==> src/rtl/core/gwgs_pkg.sv <==
// ----------------------------------------------------------------------------
// Geared wrap goal selector package
// Shared widths, types, register indexes and fixed-point constants.
// ----------------------------------------------------------------------------
`default_nettype none

package gwgs_pkg;

    localparam int POS_W     = 28;
    localparam int TGT_W     = 23;
    localparam int ORIENT_W  = 20;
    localparam int CFG_IDX_W = 2;

    localparam int PIPE_DEPTH = 11;

    // Two pi in Q16 radians and the gear ratio terms.
    localparam int TWO_PI_Q16 = 411775;
    localparam int GEAR_NUM   = 46;
    localparam int GEAR_DEN   = 130;

    // Reciprocals for the constant divisions: floor(scale * 2^shift / divisor).
    localparam logic [28:0] RECIP_GEAR_DOWN  = 29'd379939414;
    localparam int          SHIFT_GEAR_DOWN  = 30;
    localparam logic [13:0] RECIP_TWO_PI_TGT = 14'd10430;
    localparam int          SHIFT_TWO_PI_TGT = 32;
    localparam logic [17:0] RECIP_TWO_PI_ORI = 18'd166885;
    localparam int          SHIFT_TWO_PI_ORI = 36;
    localparam logic [25:0] RECIP_GEAR_UP    = 26'd47413871;
    localparam int          SHIFT_GEAR_UP    = 24;

    localparam logic signed [POS_W-1:0] ZERO_OFFSET_RST = 28'sd0;
    localparam logic signed [POS_W-1:0] MIN_TRAVEL_RST  = -28'sd104988672;
    localparam logic signed [POS_W-1:0] MAX_TRAVEL_RST  = 28'sd104988672;

    typedef logic signed [POS_W-1:0]    pos_t;
    typedef logic signed [TGT_W-1:0]    tgt_t;
    typedef logic signed [ORIENT_W-1:0] orient_t;
    typedef logic [CFG_IDX_W-1:0]       cfg_idx_t;

    typedef enum logic [CFG_IDX_W-1:0] {
        CFG_ZERO_OFFSET = 2'd0,
        CFG_MIN_TRAVEL  = 2'd1,
        CFG_MAX_TRAVEL  = 2'd2
    } cfg_reg_t;

    typedef struct packed {
        logic [PIPE_DEPTH-1:0] valid;
        logic [PIPE_DEPTH-1:0] adv;
    } pipe_ctrl_t;

endpackage

`default_nettype wire

==> src/rtl/core/gwgs_pipe_ctrl.sv <==
// ----------------------------------------------------------------------------
// Geared wrap goal selector pipeline control
// Tracks stage occupancy and decides which stages load in each cycle so that
// bubbles close up behind a stalled output.
// ----------------------------------------------------------------------------
`default_nettype none

module gwgs_pipe_ctrl (
    input  logic                 clk,
    input  logic                 rst_n,
    input  logic                 in_valid,
    input  logic                 out_stall,
    output logic                 in_stall,
    output gwgs_pkg::pipe_ctrl_t ctrl
);
    import gwgs_pkg::*;

    localparam int LAST = PIPE_DEPTH - 1;

    logic [PIPE_DEPTH-1:0] valid_reg;
    logic [PIPE_DEPTH-1:0] valid_next;
    logic [PIPE_DEPTH-1:0] adv;

    // A stage loads unless it and every stage after it are full and the output stalls.
    always_comb
    begin
        for (int k = 0; k < PIPE_DEPTH; k++)
        begin
            adv[k] = !out_stall
                || ((valid_reg | ((PIPE_DEPTH'(1) << k) - PIPE_DEPTH'(1))) != '1);
        end
        valid_next[0] = adv[0] ? in_valid : valid_reg[0];
        for (int k = 1; k < PIPE_DEPTH; k++)
        begin
            valid_next[k] = adv[k] ? valid_reg[k-1] : valid_reg[k];
        end
    end

    always_ff @(posedge clk or negedge rst_n)
    begin
        if (!rst_n)
        begin
            valid_reg <= '0;
        end
        else
        begin
            valid_reg <= valid_next;
        end
    end

    assign in_stall   = !adv[0];
    assign ctrl.valid = valid_reg;
    assign ctrl.adv   = adv;

    a_stall_only_when_full: assert property (@(posedge clk) disable iff (!rst_n)
        in_stall |-> ((&valid_reg) && out_stall))
        else $error("input stalled while the pipeline has room");

    a_held_stage_keeps_item: assert property (@(posedge clk) disable iff (!rst_n)
        (($past(valid_reg & ~adv) & ~valid_reg) == '0))
        else $error("a held stage lost its item");

    a_one_entry_per_cycle: assert property (@(posedge clk) disable iff (!rst_n)
        ($countones(valid_reg) <= $past($countones(valid_reg)) + 1))
        else $error("occupancy grew by more than one transfer");

    a_last_stage_matches: assert property (@(posedge clk) disable iff (!rst_n)
        (valid_reg[LAST] && out_stall) |=> valid_reg[LAST])
        else $error("stalled result dropped");

endmodule

`default_nettype wire

==> config.mk <==
export PLATFORM = sky130hd
export DESIGN_NAME = gwgs_pipe_ctrl
export DESIGN_NICKNAME = d
export VERILOG_FILES = /design/src/rtl/core/gwgs_pkg.sv /design/src/rtl/core/gwgs_pipe_ctrl.sv
export SDC_FILE = /design/constraint.sdc
export NUM_CORES = 1
export LEC_CHECK = 0
export ABC_AREA = 1
export BUFFER_PORTS_ARGS = -buffer_cell sky130_fd_sc_hd__buf_4
export CORE_AREA = 3 3 40 42
export DETAILED_ROUTE_END_ITERATION = 8
export DIE_AREA = 0 0 43 45
export HOLD_SLACK_MARGIN = 0.1
export PLACE_DENSITY = 0.68
export RECOVER_POWER = 100
export SLEW_MARGIN = 20
export SYNTH_ARGS = -nofsm -noshare
export SYNTH_HDL_FRONTEND = slang
export SYNTH_SLANG_ARGS = --single-unit
==> constraint.sdc <==
create_clock -name clk -period 1.08 [get_ports clk]
set_clock_uncertainty 0.05 [all_clocks]
set_input_delay 0.108 -clock clk [delete_from_list [all_inputs] [get_ports clk]]
set_output_delay 0.108 -clock clk [all_outputs]
set_load 0.05 [all_outputs]
After elaboration in Yosys (flattened, before gate mapping)
Cells that the tools add are included.

word-level totals
  bits of input ports = 4
  register bits = 11
  word-level logic and storage cells = 35
  output and inout bits = 23

cells by class
  equality and inequality tests = 10
  reduce and logical (&&, ||, !) cells = 13
  bitwise gates (word level) = 1

operator list
  kind                                    count
  logical OR 1 bit                        11
  != test 11 bit (second input constant)  1
  != test 10 bit (second input constant)  1
  != test 9 bit (second input constant)   1
  != test 8 bit (second input constant)   1
  != test 7 bit (second input constant)   1
  != test 6 bit (second input constant)   1
  != test 5 bit (second input constant)   1
  != test 4 bit (second input constant)   1
  != test 3 bit (second input constant)   1
  logical NOT 1 bit                       2
  != test 2 bit (second input constant)   1
  NOT 1 bit                               1

Logic depth before layout (Yosys ltp)
  depth in word-level cells = 3
  mapped depth = 4
  gate-level depth less buffers = 4

Worst setup path after synthesis
No wires, ideal clock.

  path type = flip-flop to output port
  start point = reg valid_reg[9]
  end point = out in_stall
  data arrival time = 1.939 ns
  buffers on the path = 0
  data required time = 0.922 ns
  setup slack = -1.017 ns
  stages on the path, launching flop included = 5
  cells stage by stage = dfrtp_1 nand3_2 nor2_4 nand3_4 inv_1

RTL lines
  item                    RTL line              RTL
  start, declared         gwgs_pipe_ctrl.sv:20  logic [PIPE_DEPTH-1:0] valid_reg;
  start signal, assigned  gwgs_pipe_ctrl.sv:47  valid_reg <= valid_next;
  end, declared           gwgs_pipe_ctrl.sv:13  output logic in_stall,

Final worst setup path
  start point = reg valid_reg[10]
  end point = out in_stall

on the way
  cells in the longest elaborated chain, start to end = 3

ends and longest elaborated chain
  item               RTL line              RTL
  != test 11 bit     gwgs_pipe_ctrl.sv:30  || ((valid_reg | ((PIPE_DEPTH'(1) << k) - PIPE_DEPTH'(1))) != '1);
  logical OR 1 bit   gwgs_pipe_ctrl.sv:30
  logical NOT 1 bit  gwgs_pipe_ctrl.sv:51  assign in_stall = !adv[0];

Every way passes these cells.

==> flow_summary.json <==
{
  "tritoncts": "done",
  "critPathMaxFanout": 4,
  "yosysSeqAreaShare_pct": 52.9,
  "layout_common_cells": "buf_6, buf_4, buf_8",
  "antenna_found_initial": 0,
  "final_common_cell": "buf_6",
  "ys_ff_latch": 11,
  "fin_area_sq_um": 1230,
  "p_per_area_nw_per_um2": 2440,
  "start_util_pct": 40.5,
  "drive_gt1_share_pct": 73.5,
  "dp_hpwl_um": 1110,
  "wire_per_inst_um": 19.4,
  "synthXorXnorAreaFrac_pct": 0,
  "grt_pass1_vias": 637,
  "synth.distinct_cells": 12,
  "globalplace.congestion": 0.719,
  "nNetsFinal": 118,
  "synth_top_family_by_area": "simple AND/OR/NAND/NOR gates",
  "whs_ns": 0.158,
  "cts.clk_slew.worst_paths_ns": 0.08,
  "cp_cell_sequence": "nand3_4, nor2_4, nand3_4, clkinvlp_4, buf_8",
  "rr_endpoint": "valid_reg[5]",
  "synth_compound_gate_area_share_pct": 0,
  "slew_violations": 0,
  "r2r_slack_ns": -0.14,
  "synthesis.area_sq_um": 520,
  "clk_latency_ns": 0.29,
  "synthCells": 60,
  "fin_ws_ns": -0.516,
  "area_growth_pct": 136,
  "ioPinCount": 27,
  "first_iter_violations": 18,
  "power_leakage_nw": 0.612,
  "status": "finished, violations left",
  "min_from": "out_stall",
  "crit_slowest_cell": "dfrtp_4",
  "num_antenna_cells": 0,
  "clock.fmax_ghz": 0.627,
  "rsz0062_at_grt": "true",
  "critPathTopFamily": "flip-flops",
  "first_pass_iters": 4,
  "grt_first_pass_wirelength_um": 2750,
  "final_cell_count_no_fill": 128,
  "hold_end": "valid_reg[10]",
  "maxCapViolCount": 0,
  "track_usage_pct": 19.5,
  "drt-vias-per-instance": 5.09,
  "route.detailed.drc": 0,
  "root_buffer": "clkbuf_4",
  "die_w_um": 43,
  "violations": "setup timing",
  "hold_depth": 4,
  "synth_top_cell_by_area": "dfrtp_1",
  "fin_crit_ns": 1.60,
  "placed_area_sq_um": 950,
  "cts_buffers": 3,
  "fillCellCount": 29,
  "synth_area_leaders": "dfrtp_1, nand2_1, inv_1",
  "clockBufferDepth": 2,
  "htree_levels": 1,
  "row_count": 13,
  "largest_reg_flops": 11,
  "yosys.area_share.simple_pct": 37.0,
  "core_sq_um": 1280,
  "dp_cells": 115,
  "synthAdderAreaFrac_pct": 0,
  "path_common_cell": "nand3_4",
  "vias": 652,
  "synth_nets": 64,
  "syn_area_per_cell_sq_um": 8.67,
  "irDropWorstVdd_uv": 1750,
  "finalSetupTns_ns": -6.23,
  "die_h_um": 45,
  "grt_max_degree": 12,
  "tightest_slew_ns": 0.625,
  "setup_viol": 29,
  "r2r_start": "valid_reg[10]",
  "overflow": 0,
  "muxShareOfSynthArea_pct": 0,
  "finalHoldViolCount": 0,
  "start_kind": "register",
  "crit_buf_inv": 2,
  "yosys_warnings": 0,
  "clkSinkCount": 11,
  "path_class": "register to output pin",
  "slowest_delay_ns": 0.48,
  "hp-class": "input pin to register",
  "critPathCaptureType": "output pin",
  "fp.dieArea_sq_um": 1940,
  "wl_um": 2490,
  "critPathRequiredTime_ns": 0.92,
  "relSlewSlack_pct": 58.3,
  "reg2reg_depth": 6,
  "post-route-period-util_pct": 148,
  "cp.arrival_ns": 1.44,
  "numPortBuffers": 26,
  "postRouteAntennaNets": 0,
  "synth_top_area_share_pct": 52.9
}
-- how the worst max path moves through the flow --
stage | startpoint | endpoint | slack, ns | cells past startpoint
floorplan | valid_reg[9] | in_stall | -0.55 | 4
global placement | valid_reg[10] | in_stall | -0.15 | 5
detailed placement | valid_reg[10] | in_stall | -0.19 | 5
CTS | valid_reg[10] | in_stall | -0.47 | 5
global route | valid_reg[10] | in_stall | -0.56 | 5
finish | valid_reg[10] | in_stall | -0.52 | 5
-- cell families after synthesis --
logic type             count (synthesis)
and+or+nand+nor                       35
buffers and inverters                 14
DFF                                   11
-- where the power goes --
part	internal, mW	switching [mW]	total [mW]
clock	0.144	0.173	0.318
sequential	0.507	0.117	0.623
combinational	0.825	1.24	2.06
total	1.48	1.53	3.00
-- worst reg2reg max path, stage by stage, from the launching register on --
cell and delay [ns]:
dfrtp_4 0.48, nand2_8 0.06, nor2_4 0.20, nand2_4 0.10, buf_6 0.13, buf_6 0.10, nand2_2 0.05
-- cell type report --
class	instances	area (sq um)	share of cell area, %
Clock buffer	4	26.3	2.14
Inverter	14	56.3	4.58
Multi-Input combinational cell	35	303	24.6
Sequential cell	11	292	23.7
Tap cell	15	18.8	1.53
Timing Repair Buffer	49	534	43.4
-- cell usage after synthesis, drive strengths merged --
library cell,instances
inv,14
nand2,21
nand3,4
dfrtp,11
or2,2
nor2,7
nand4,1
-- metrics by stage --
| step | util (%) | total power [mW] | setup slack [ns] |
|---|---|---|---|
| 6_report | 95.7 | 3.00 | -0.516 |
| 4_1_cts | 89.6 | 2.69 | -0.466 |
| 2_1_floorplan | - | 1.64 | -0.555 |
| 3_5_place_dp | 73.9 | 2.16 | -0.192 |
| 5_1_grt | 95.7 | 3.11 | -0.561 |
| 3_3_place_gp | 73.9 | 2.14 | -0.146 |
-- layer usage --
layer | routed length, um | global-route usage, % | vias to the layer above
li1 | - | - | 282
met1 | 891 | 20.9 | 313
met2 | 1300 | 38.3 | 45
met3 | 186 | 4.38 | 12
met4 | 109 | 5.42 | 0
met5 | 0 | 0 | -
-- repair_timing --
action / 4_1_cts / 5_1_grt
pin swaps: 7 / 8
endpoints found under the hold margin: 12 / 0
hold buffers: 2 / 0
gates cloned: 0 / 0
buffers inserted: 4 / 10
endpoints found under the setup margin: 23 / 29
gates resized for setup: 40 / 16
Note: power is estimated with default switching activity, not from simulation.
